<file path="config.mk">
export PLATFORM = sky130hd
export DESIGN_NAME = md5_block_compression_top
export DESIGN_NICKNAME = d
export VERILOG_FILES = /design/src/hdl/md5bc_pkg.sv /design/src/hdl/md5_block_compression_top.sv
export SDC_FILE = /design/constraint.sdc
export NUM_CORES = 2
export LEC_CHECK = 0
export BUFFER_PORTS_ARGS = -buffer_cell sky130_fd_sc_hd__buf_2
export CORE_ASPECT_RATIO = 0.6
export CORE_MARGIN = 5
export CORE_UTILIZATION = 57
export DETAILED_ROUTE_END_ITERATION = 12
export PLACE_DENSITY = 0.78
export SYNTH_ARGS = -nofsm -noshare
export SYNTH_HDL_FRONTEND = slang
export SYNTH_SLANG_ARGS = --single-unit
</file>
<file path="constraint.sdc">
create_clock -name clk_i -period 10.7 [get_ports clk_i]
set_clock_uncertainty 0.2 [all_clocks]
set_input_delay 1.07 -clock clk_i [delete_from_list [all_inputs] [get_ports clk_i]]
set_output_delay 1.07 -clock clk_i [all_outputs]
set_load 0.05 [all_outputs]
</file>
<file path="src/hdl/md5bc_pkg.sv">
package md5bc_pkg;

  typedef struct packed {
    logic [31:0] message_word;
    logic        new_message;
    logic        final_block;
  } md5bc_in_t;

  typedef struct packed {
    logic [31:0] digest_a;
    logic [31:0] digest_b;
    logic [31:0] digest_c;
    logic [31:0] digest_d;
  } md5bc_out_t;

  // Round group: selects the boolean function, word order and shift row.
  typedef enum logic [1:0] {
    PH_F = 2'd0,
    PH_G = 2'd1,
    PH_H = 2'd2,
    PH_I = 2'd3
  } md5bc_phase_e;

  localparam int unsigned NumWords  = 16;
  localparam int unsigned NumRounds = 64;

  localparam logic [31:0] IvA = 32'h67452301;
  localparam logic [31:0] IvB = 32'hefcdab89;
  localparam logic [31:0] IvC = 32'h98badcfe;
  localparam logic [31:0] IvD = 32'h10325476;

  localparam logic [31:0] SineK [NumRounds] = '{
    32'hd76aa478, 32'he8c7b756, 32'h242070db, 32'hc1bdceee,
    32'hf57c0faf, 32'h4787c62a, 32'ha8304613, 32'hfd469501,
    32'h698098d8, 32'h8b44f7af, 32'hffff5bb1, 32'h895cd7be,
    32'h6b901122, 32'hfd987193, 32'ha679438e, 32'h49b40821,
    32'hf61e2562, 32'hc040b340, 32'h265e5a51, 32'he9b6c7aa,
    32'hd62f105d, 32'h02441453, 32'hd8a1e681, 32'he7d3fbc8,
    32'h21e1cde6, 32'hc33707d6, 32'hf4d50d87, 32'h455a14ed,
    32'ha9e3e905, 32'hfcefa3f8, 32'h676f02d9, 32'h8d2a4c8a,
    32'hfffa3942, 32'h8771f681, 32'h6d9d6122, 32'hfde5380c,
    32'ha4beea44, 32'h4bdecfa9, 32'hf6bb4b60, 32'hbebfbc70,
    32'h289b7ec6, 32'heaa127fa, 32'hd4ef3085, 32'h04881d05,
    32'hd9d4d039, 32'he6db99e5, 32'h1fa27cf8, 32'hc4ac5665,
    32'hf4292244, 32'h432aff97, 32'hab9423a7, 32'hfc93a039,
    32'h655b59c3, 32'h8f0ccc92, 32'hffeff47d, 32'h85845dd1,
    32'h6fa87e4f, 32'hfe2ce6e0, 32'ha3014314, 32'h4e0811a1,
    32'hf7537e82, 32'hbd3af235, 32'h2ad7d2bb, 32'heb86d391
  };

  // Message word used by round r.
  function automatic logic [3:0] msg_idx(logic [5:0] r);
    logic [3:0] rl;
    logic [3:0] idx;
    rl = r[3:0];
    unique case (md5bc_phase_e'(r[5:4]))
      PH_F:    idx = rl;
      PH_G:    idx = rl * 4'd5 + 4'd1;
      PH_H:    idx = rl * 4'd3 + 4'd5;
      PH_I:    idx = rl * 4'd7;
      default: idx = rl;
    endcase
    return idx;
  endfunction

  // Left rotate amount of round r.
  function automatic logic [4:0] rot_amt(logic [5:0] r);
    logic [4:0] s;
    unique case (md5bc_phase_e'(r[5:4]))
      PH_F: begin
        unique case (r[1:0])
          2'd0:    s = 5'd7;
          2'd1:    s = 5'd12;
          2'd2:    s = 5'd17;
          default: s = 5'd22;
        endcase
      end
      PH_G: begin
        unique case (r[1:0])
          2'd0:    s = 5'd5;
          2'd1:    s = 5'd9;
          2'd2:    s = 5'd14;
          default: s = 5'd20;
        endcase
      end
      PH_H: begin
        unique case (r[1:0])
          2'd0:    s = 5'd4;
          2'd1:    s = 5'd11;
          2'd2:    s = 5'd16;
          default: s = 5'd23;
        endcase
      end
      default: begin
        unique case (r[1:0])
          2'd0:    s = 5'd6;
          2'd1:    s = 5'd10;
          2'd2:    s = 5'd15;
          default: s = 5'd21;
        endcase
      end
    endcase
    return s;
  endfunction

endpackage

</file>
<file path="src/hdl/md5_block_compression_top.sv">
// Channel | Direction | Handshake                  | Item
// --------+-----------+----------------------------+-------------------------------
// in      | input     | in_valid_i / in_stall_o    | md5bc_in_t: word, new, final
// out     | output    | out_valid_o / out_stall_i  | md5bc_out_t: digest A..D
//
// Words are taken one per cycle while loading; a block of 16 words is then
// compressed at one round per cycle by the single round unit reading the
// block memory, with in_stall_o high throughout.
// A final block then passes through S_EMIT to move the digest into the output
// register, waiting there while a held digest still occupies that register.
// Reset loads the MD5 initial value and clears word and round counters.
// A digest held by out_stall_i does not block loading the next block; a
// second digest waits (input stalled) until the first one is taken.
module md5_block_compression_top (
  input  logic                  clk_i,
  input  logic                  rst_ni,
  input  logic                  in_valid_i,
  output logic                  in_stall_o,
  input  md5bc_pkg::md5bc_in_t  in_item_i,
  output logic                  out_valid_o,
  input  logic                  out_stall_i,
  output md5bc_pkg::md5bc_out_t out_item_o
);

  typedef enum logic [1:0] {
    S_LOAD,   // taking message words
    S_RUN,    // 64 rounds
    S_EMIT    // digest waits for the output register
  } state_e;

  state_e      state_q;
  logic [3:0]  word_cnt_q;
  logic [5:0]  rnd_q;
  logic        fin_q;
  logic [31:0] cv_q [4];
  logic [31:0] wa_q, wb_q, wc_q, wd_q;
  logic        out_valid_q;
  md5bc_pkg::md5bc_out_t out_q;

  // Block word memory: one write port (loading), one registered read port.
  logic [31:0] blk_mem [md5bc_pkg::NumWords];
  logic [31:0] rd_data_q;
  logic [3:0]  rd_addr;

  logic in_acc;
  logic last_word;
  logic out_free;

  assign in_acc    = in_valid_i && !in_stall_o;
  assign last_word = (word_cnt_q == 4'd15);
  assign out_free  = !out_valid_q || !out_stall_i;
  assign in_stall_o = (state_q != S_LOAD);

  // Address one round ahead so data is ready when the round runs. While
  // loading, word 0 is prefetched for round 0.
  always_comb begin
    if (state_q == S_RUN) begin
      rd_addr = md5bc_pkg::msg_idx(rnd_q + 6'd1);
    end else begin
      rd_addr = 4'd0;
    end
  end

  always_ff @(posedge clk_i) begin
    if (in_acc) begin
      blk_mem[word_cnt_q] <= in_item_i.message_word;
    end
    rd_data_q <= blk_mem[rd_addr];
  end

  // Round datapath
  logic [31:0] fn;
  logic [31:0] sum;
  logic [63:0] rot_dbl;
  logic [31:0] new_b;

  always_comb begin
    unique case (md5bc_pkg::md5bc_phase_e'(rnd_q[5:4]))
      md5bc_pkg::PH_F: fn = (wb_q & wc_q) | (~wb_q & wd_q);
      md5bc_pkg::PH_G: fn = (wd_q & wb_q) | (~wd_q & wc_q);
      md5bc_pkg::PH_H: fn = wb_q ^ wc_q ^ wd_q;
      default:         fn = wc_q ^ (wb_q | ~wd_q);
    endcase
    sum     = wa_q + fn + md5bc_pkg::SineK[rnd_q] + rd_data_q;
    rot_dbl = {32'd0, sum} << md5bc_pkg::rot_amt(rnd_q);
    new_b   = wb_q + (rot_dbl[31:0] | rot_dbl[63:32]);
  end

  // Working registers: loaded from the chaining value, then one round a cycle.
  always_ff @(posedge clk_i) begin
    if (state_q == S_LOAD && in_acc && last_word) begin
      if (in_item_i.new_message && word_cnt_q == 4'd0) begin
        wa_q <= md5bc_pkg::IvA;
        wb_q <= md5bc_pkg::IvB;
        wc_q <= md5bc_pkg::IvC;
        wd_q <= md5bc_pkg::IvD;
      end else begin
        wa_q <= cv_q[0];
        wb_q <= cv_q[1];
        wc_q <= cv_q[2];
        wd_q <= cv_q[3];
      end
    end else if (state_q == S_RUN) begin
      wa_q <= wd_q;
      wb_q <= new_b;
      wc_q <= wb_q;
      wd_q <= wc_q;
    end
  end

  always_ff @(posedge clk_i) begin
    if (state_q == S_EMIT && out_free) begin
      out_q.digest_a <= cv_q[0];
      out_q.digest_b <= cv_q[1];
      out_q.digest_c <= cv_q[2];
      out_q.digest_d <= cv_q[3];
    end
  end

  always_ff @(posedge clk_i or negedge rst_ni) begin
    if (!rst_ni) begin
      state_q     <= S_LOAD;
      word_cnt_q  <= 4'd0;
      rnd_q       <= 6'd0;
      fin_q       <= 1'b0;
      out_valid_q <= 1'b0;
      cv_q[0]     <= md5bc_pkg::IvA;
      cv_q[1]     <= md5bc_pkg::IvB;
      cv_q[2]     <= md5bc_pkg::IvC;
      cv_q[3]     <= md5bc_pkg::IvD;
    end else begin
      // A new digest replaces one being taken in the same cycle.
      if (state_q == S_EMIT && out_free) begin
        out_valid_q <= 1'b1;
      end else if (out_valid_q && !out_stall_i) begin
        out_valid_q <= 1'b0;
      end
      unique case (state_q)
        S_LOAD: begin
          if (in_acc) begin
            word_cnt_q <= word_cnt_q + 4'd1;
            if (word_cnt_q == 4'd0 && in_item_i.new_message) begin
              cv_q[0] <= md5bc_pkg::IvA;
              cv_q[1] <= md5bc_pkg::IvB;
              cv_q[2] <= md5bc_pkg::IvC;
              cv_q[3] <= md5bc_pkg::IvD;
            end
            if (last_word) begin
              fin_q   <= in_item_i.final_block;
              rnd_q   <= 6'd0;
              state_q <= S_RUN;
            end
          end
        end
        S_RUN: begin
          rnd_q <= rnd_q + 6'd1;
          if (rnd_q == 6'd63) begin
            // Feed-forward: registers after this round are (d, new_b, b, c).
            cv_q[0] <= cv_q[0] + wd_q;
            cv_q[1] <= cv_q[1] + new_b;
            cv_q[2] <= cv_q[2] + wb_q;
            cv_q[3] <= cv_q[3] + wc_q;
            state_q <= fin_q ? S_EMIT : S_LOAD;
          end
        end
        S_EMIT: begin
          if (out_free) begin
            state_q <= S_LOAD;
          end
        end
        default: state_q <= S_LOAD;
      endcase
    end
  end

  assign out_valid_o = out_valid_q;
  assign out_item_o  = out_q;

  // Block memory is never written during compression, so no read can race.
  a_run_no_words: assert property (@(posedge clk_i) disable iff (!rst_ni)
    (state_q == S_RUN) |-> (word_cnt_q == 4'd0))
    else $error("word counter not at block start during rounds");

  a_rnd_idle: assert property (@(posedge clk_i) disable iff (!rst_ni)
    (state_q != S_RUN) |-> (rnd_q == 6'd0))
    else $error("round counter left nonzero outside compression");

  a_run_len: assert property (@(posedge clk_i) disable iff (!rst_ni)
    (state_q == S_RUN && rnd_q == 6'd63) |=> (state_q != S_RUN))
    else $error("compression did not end after 64 rounds");

  a_out_src: assert property (@(posedge clk_i) disable iff (!rst_ni)
    $rose(out_valid_q) |-> $past(state_q == S_EMIT))
    else $error("digest raised outside emit");

endmodule
</file>
==> Word level (Yosys, flattened, before mapping) <==
Memories as Yosys holds them, arrays and structs flattened. A register that Yosys moved wholly into a read port is not among the register bits.
Cells that the tools add are included.
{ "word_totals": {"register_bits": 398, "latchBits": 0, "ram_bits": 512, "mem_bits_ro": 2048, "in_bits": 38, "word_cells": 129, "memories": 2} }
{ "mem_list": {"columns": ["memory", "words", "width", "read_ports", "rd_ports_with_merged_regs", "write_ports", "line", "text"], "rows": [
  ["(no name shown)", 64, 32, 1, 0, 0, "md5_block_compression_top.sv:84", "sum = wa_q + fn + md5bc_pkg::SineK[rnd_q] + rd_data_q;"],
  ["blk_mem", 16, 32, 1, 1, 1, "md5_block_compression_top.sv:41", "logic [31:0] blk_mem [md5bc_pkg::NumWords];"]
]} }
{ "op_classes": {"add_sub_neg": 12, "n_mul": 3, "div": 0, "order_cmp": 1, "eq_ne": 16, "shift": 1, "n_mux": 39, "bitwise_logic": 14, "n_reduce_logical": 24} }
{ "ops": {"columns": ["op", "count"], "rows": [
  ["32-bit 2-to-1 mux", 14],
  ["128-bit 2-to-1 mux", 3],
  ["32-bit adder", 8],
  ["128-bit case mux with 2 select lines", 1],
  ["32-bit AND", 4],
  ["32-bit bitwise OR", 4],
  ["32-bit case mux with 3 select lines", 1],
  ["32-bit bitwise XOR", 3],
  ["5-bit case mux with 3 select lines", 5],
  ["32-bit inverter", 2],
  ["32-bit by 5-bit left shift with 64-bit output", 1],
  ["4-bit case mux with 4 select lines", 1],
  ["6-bit 2-to-1 mux", 2],
  ["6-bit case mux with 2 select lines", 1],
  ["2-bit equality test, second input constant", 5],
  ["2-bit 2-to-1 mux", 5],
  ["4-bit by 1-bit adder with 4-bit output, second input constant", 2],
  ["2-bit by 1-bit equality test with 1-bit output, second input constant", 4],
  ["2-bit logical NOT", 4],
  ["4-bit by 3-bit multiplier with 4-bit output, second input constant", 2],
  ["4-bit AND reduction", 2],
  ["2-bit nonzero test", 4],
  ["7-bit greater-or-equal comparator, second input constant", 1],
  ["6-bit inverter with 7-bit output", 1],
  ["16 further kinds", 30]
]} }

==> Logic depth before layout (Yosys ltp) <==
{ "depth": {"ltp_word": 13, "mapped_depth": 55, "depth_no_buf": 51} }

==> Least setup slack after synthesis <==
OpenSTA, ideal clock, no wires.
{ "synth_path": {"path_kind": "reg-to-reg", "startpoint": "reg rnd_q[0]", "endpoint": "reg cv_q[94] in the netlist's numbering", "arrival_time_ps": 10497, "path_slack_ps": -70, "path_stages_with_launch": 49, "period_less_slack_ps": 10770, "cell_sequence": "dfrtp_1 > clkbuf_1 > clkinv_1 > ha_1 > clkbuf_1 > nand2_1 > mux4_2 > a221oi_1 > fa_1 > inv_1 > ha_1 > bufbuf_8 > a211o_1 > o211ai_4 > o211ai_4 > a2111oi_4 > nor3_2 > o31ai_4 > [13 not listed] > a211oi_1 > a31oi_1 > o31a_1 > ha_1 > a21o_1 > or4_1 > a21oi_1 > nor2_1 > o31ai_1 > a31oi_1 > a41oi_1 > a21oi_1 > a41oi_1 > a21oi_1 > a211oi_1 > a21oi_1 > xnor2_1 > a21oi_1"} }
{ "synth_between": {"elab_chain_cells": 12} }
{ "synth_lines": {"columns": ["element", "line", "text"], "rows": [
  ["from (decl)", "md5_block_compression_top.sv:33", "logic [5:0] rnd_q;"],
  ["from (signal assigned)", "md5_block_compression_top.sv:156", "rnd_q <= rnd_q + 6'd1;"],
  ["6-bit inverter with 7-bit output (not written as such)", "md5_block_compression_top.sv:84", null],
  ["memory 64 x 32 bit", null, null],
  ["32-bit 2-to-1 mux (not written as such) (2 in a row)", "md5_block_compression_top.sv:84", null],
  ["32-bit adder (2 in a row)", "md5_block_compression_top.sv:84", null],
  ["32-bit by 5-bit left shift with 64-bit output", "md5_block_compression_top.sv:85", "rot_dbl = {32'd0, sum} << md5bc_pkg::rot_amt(rnd_q);"],
  ["32-bit bitwise OR", "md5_block_compression_top.sv:86", "new_b = wb_q + (rot_dbl[31:0] | rot_dbl[63:32]);"],
  ["32-bit adder", "md5_block_compression_top.sv:86", null],
  ["32-bit adder", "md5_block_compression_top.sv:160", "cv_q[1] <= cv_q[1] + new_b;"],
  ["128-bit 2-to-1 mux", "md5_block_compression_top.sv:157", "if (rnd_q == 6'd63) begin"],
  ["128-bit case mux with 2 select lines", "md5_block_compression_top.sv:138", "unique case (state_q)"],
  ["to (decl)", "md5_block_compression_top.sv:35", "logic [31:0] cv_q [4];"]
]} }
Several ways; a longest one is shown, not always the timed one. The select of a mux whose other input is x is not followed.
A chain may end at the register's enable or synchronous reset.

==> Final worst setup path <==
{ "layout_path": {"startpoint": "reg rnd_q[1]", "endpoint": "reg cv_q[92] in the netlist's numbering"} }
Same word-level chain as after synthesis.

==> results.txt <==
----------------------------------------------------
[Finish]
  Area overhead of the layout relative to synthesis ... 21.0%
  Layout Nets ... 6210
  Final std cells w/o fill ... 7173
  Total of fill cells in the finished design ... 6636
  Share of layout cells above drive strength 1 ... 0.230

[Global routing]
  Global-route wire length before repair ... 279000 um
  Tot GR Track Use ... 0.378
  Vias in the first global route ... 42200
  Largest net degree at the start of global routing ... 135
  Antenna violations before repair ... 4
  Grt total ovfl ... 0

[Yosys]
  Share of the synthesized netlist area taken by xor and xnor gates ... 0.0294
  Post-Synth Adder-Cell Area ... 0.0824
  Synth top area share ... 0.435
  Number of distinct library cells after synthesis ... 97
  Area fraction in compound gates after synthesis ... 0.179
  Area leader, netlist ... sky130_fd_sc_hd__edfxtp_1
  Leading cell types by total area after synthesis ... sky130_fd_sc_hd__edfxtp_1 44%, sky130_fd_sc_hd__nand2_1 6.8%, sky130_fd_sc_hd__ha_1 5.5%
  Seq cells post-synth ... 942
  Dominant combinational cell family by area after synthesis ... compound AO/OA/AOI/OAI gates
  Synthesized instance count ... 5159
  Syn. warnings ... 0
  Most frequent cells after synthesis ... 960 x sky130_fd_sc_hd__nand2_1, 768 x sky130_fd_sc_hd__edfxtp_1, 467 x sky130_fd_sc_hd__a21oi_1
  Mean Syn Cell Area ... 10.3 sq um
  Mux cell area share after synthesis ... 0.0194
  Dominant cell by count in the synthesized netlist ... sky130_fd_sc_hd__nand2_1
  Async SR Flop Fraction ... 0.151
  EDFF count, synth ... 768
  Post-synth top flop ... sky130_fd_sc_hd__edfxtp_1
  Post-Synthesis Net Count ... 5501
  Synth Cell Area ... 0.0530 sq mm
  Sequential element share of the synthesized area ... 0.516
  Share of synthesized cell area in and, or, nand and nor gates ... 0.139

[Placed design]
  Number of cells in the design after placement ... 6977
  DP Wirelength ... 139000 um
  Count of port buffers added during placement ... 167
  Pre-CTS worst setup slack ... -0.678 ns
  Weighted congestion at the end of routability-driven global placement ... 1.09

[STA]
  Period Utilization, post-route ... 1.01
  Final Hold Violating Endpoints ... 0
  Max Slew Vio Count ... 0
  Worst-case setup margin in the final layout ... -0.159 ns
  Number of setup violations in the final report ... 5
  Tightest Pin Transition ... 1.17 ns
  Setup repair after global routing missed its margin ... yes
  Maximum clock frequency ... 92.1 MHz
  Headroom to the max-slew limit ... 0.220
  Final critical path time including I/O delays and setup ... 10.86 ns

[Setup path]
  CP required ... 11.02 ns
  Type of the setup path with the least slack ... reg2reg
  Cell with the largest stage delay on the worst path ... sky130_fd_sc_hd__nor3_4
  Cell depth of the worst flop-to-flop path ... 50
  Reg2reg start ... rnd_q[1]
  Largest stage delay on the critical path ... 0.55 ns
  Worst reg-to-reg setup slack ... -0.16 ns
  Kind of cell adding the most delay to the critical path ... compound AO/OA/AOI/OAI gates
  CP max FO ... 5
  Number of buffer and inverter instances along the worst setup path ... 9
  Crit start category ... register
  Worst reg2reg path endpoint ... cv_q[92]
  Worst endpoint data arrival time ... 11.18 ns
  Worst path most repeated cell ... sky130_fd_sc_hd__buf_4
  Type of destination of the critical path ... register

[Clocking]
  Clock slew at reported path FFs ... 0.07 ns
  Maximum number of buffers from clock root to sink ... 3
  Number of buffers inserted during clock tree synthesis ... 86
  Root buffer cell ... sky130_fd_sc_hd__clkbuf_16
  H-tree levels ... 3
  TritonCTS clock tree ... yes
  Latest clock arrival within the worst-skew pair ... 0.72 ns
  TritonCTS Sinks ... 942

[Outcome]
  Status ... finished with violations
  Violations in the final reports ... setup timing

[Drt]
  Routed wire length on met2 ... 73000 um
  DRT iter0 DRCs ... 6236
  Length of the first detailed-routing pass in iterations ... 6
  Top layer reached by signal wires ... met5
  Antenna-violating nets left ... 0
  Metal1 wirelength ... 81200 um
  Vias per cell ... 6.36
  Wire length reported by the detailed router ... 192000 um
  DRC ... 0
  Routed wire length on met3 ... 33100 um
  Via Count ... 45700
  WL/cell ... 26.8 um

[Min path]
  Min-delay worst type ... in2async

[Floorplanning]
  Initial cell density of the core ... 0.576
  Die Footprint ... 0.0994 sq mm
  Count of boundary I/O pins ... 168
  Area of the core ... 0.0920 sq mm
  X dimension of the die ... 404 um
  Number of cell rows ... 86
  Vert. Die Dim ... 246 um

[Flow run]
  Max capacitance violation total ... 0

----------------------------------------------------
final cells by class:
class | count | area (sq um) | area share
Tap cell | 1232 | 1540 | 0.0240
Multi-Input combinational cell | 3739 | 24900 | 0.388
Antenna cell | 2 | 5.00 | 0.0000780
Clock inverter | 40 | 608 | 0.00948
Clock buffer | 119 | 2400 | 0.0374
Sequential cell | 942 | 27300 | 0.426
Inverter | 197 | 748 | 0.0117
Timing Repair Buffer | 902 | 6640 | 0.104
flip-flops by register name, summed over array words and instances, names as in the netlist, 2 cells and up:
name,count
cv_q,128
word_cnt_q,4
wc_q,32
wa_q,32
blk_mem,512
wd_q,32
out_item_o,128
state_q,2
rd_data_q,32
wb_q,32
rnd_q,6
layer usage:
| metal | up-vias | GRT usage |
|---|---|---|
| li1 | 20200 | - |
| met1 | 22200 | 0.578 |
| met2 | 2909 | 0.482 |
| met3 | 327 | 0.177 |
| met4 | 8 | 0.0816 |
| met5 | - | 0.00828 |
how the worst max path moves through the flow:
| stage | slack, ns | end | depth (start not counted) | from |
|---|---|---|---|---|
| detailed placement | -0.68 | cv_q[92] | 52 | rnd_q[0] |
| global placement | -0.77 | cv_q[92] | 51 | rnd_q[0] |
| finish | -0.16 | cv_q[92] | 50 | rnd_q[1] |
| floorplan | 0.1 | cv_q[94] | 52 | rnd_q[4] |
| CTS | 0.001 | cv_q[95] | 55 | rnd_q[1] |
| global route | -0.43 | cv_q[95] | 52 | rnd_q[5] |
cells in the final DEF, fill, tap and decap left out, drive strengths merged, types with 64 or more instances in the layout:
master / synthesis / routed
a211oi: 200 / 200
a21o: 69 / 69
a21oi: 468 / 468
a311oi: 73 / 73
a31oi: 100 / 100
and2: 148 / 148
buf: 61 / 902
clkbuf: 219 / 119
dfrtp: 78 / 78
dfstp: 64 / 64
edfxtp: 768 / 768
fa: 71 / 71
ha: 233 / 233
inv: 194 / 199
nand2: 960 / 960
nand2b: 66 / 66
nand3: 71 / 71
nor2: 267 / 267
nor3: 65 / 65
o21ai: 287 / 287
xnor2: 100 / 100
xor2: 75 / 75
metrics by stage:
| stage | instance area, sq um | util | TNS (ns) | hold WS, ns |
|---|---|---|---|---|
| 2_1_floorplan | 53000 | - | 0 | 0.246 |
| 3_3_place_gp | 60000 | 0.652 | -4.36 | 0.262 |
| 6_report | 64100 | 0.697 | -0.439 | 0.110 |
| 4_1_cts | 63400 | 0.689 | 0 | 0.0823 |
| 3_5_place_dp | 60000 | 0.652 | -4.31 | 0.289 |
| 5_1_grt | 64100 | 0.697 | -2.08 | 0.102 |
timing repair:
action,in CTS,in global routing
setup endpoints to repair,13,16
hold buffers,0,0
pin swaps,23,62
gates resized for setup,85,150
buffers inserted,15,21
cells by family (layout without fill, tap and decap cells):
group           count (synthesis)  in the layout
mux                            86             86
fa+ha+maj                     307            307
other cells                     0              2
flops                         942            942
xor+xnor                      176            176
buf+inv                       478           1258
compound gates               1484           1484
simple gates                 1686           1686
Power is left out: the tool's default activity adds up to more than one toggle a clock period on the data nets, which glitch-free logic cannot reach.
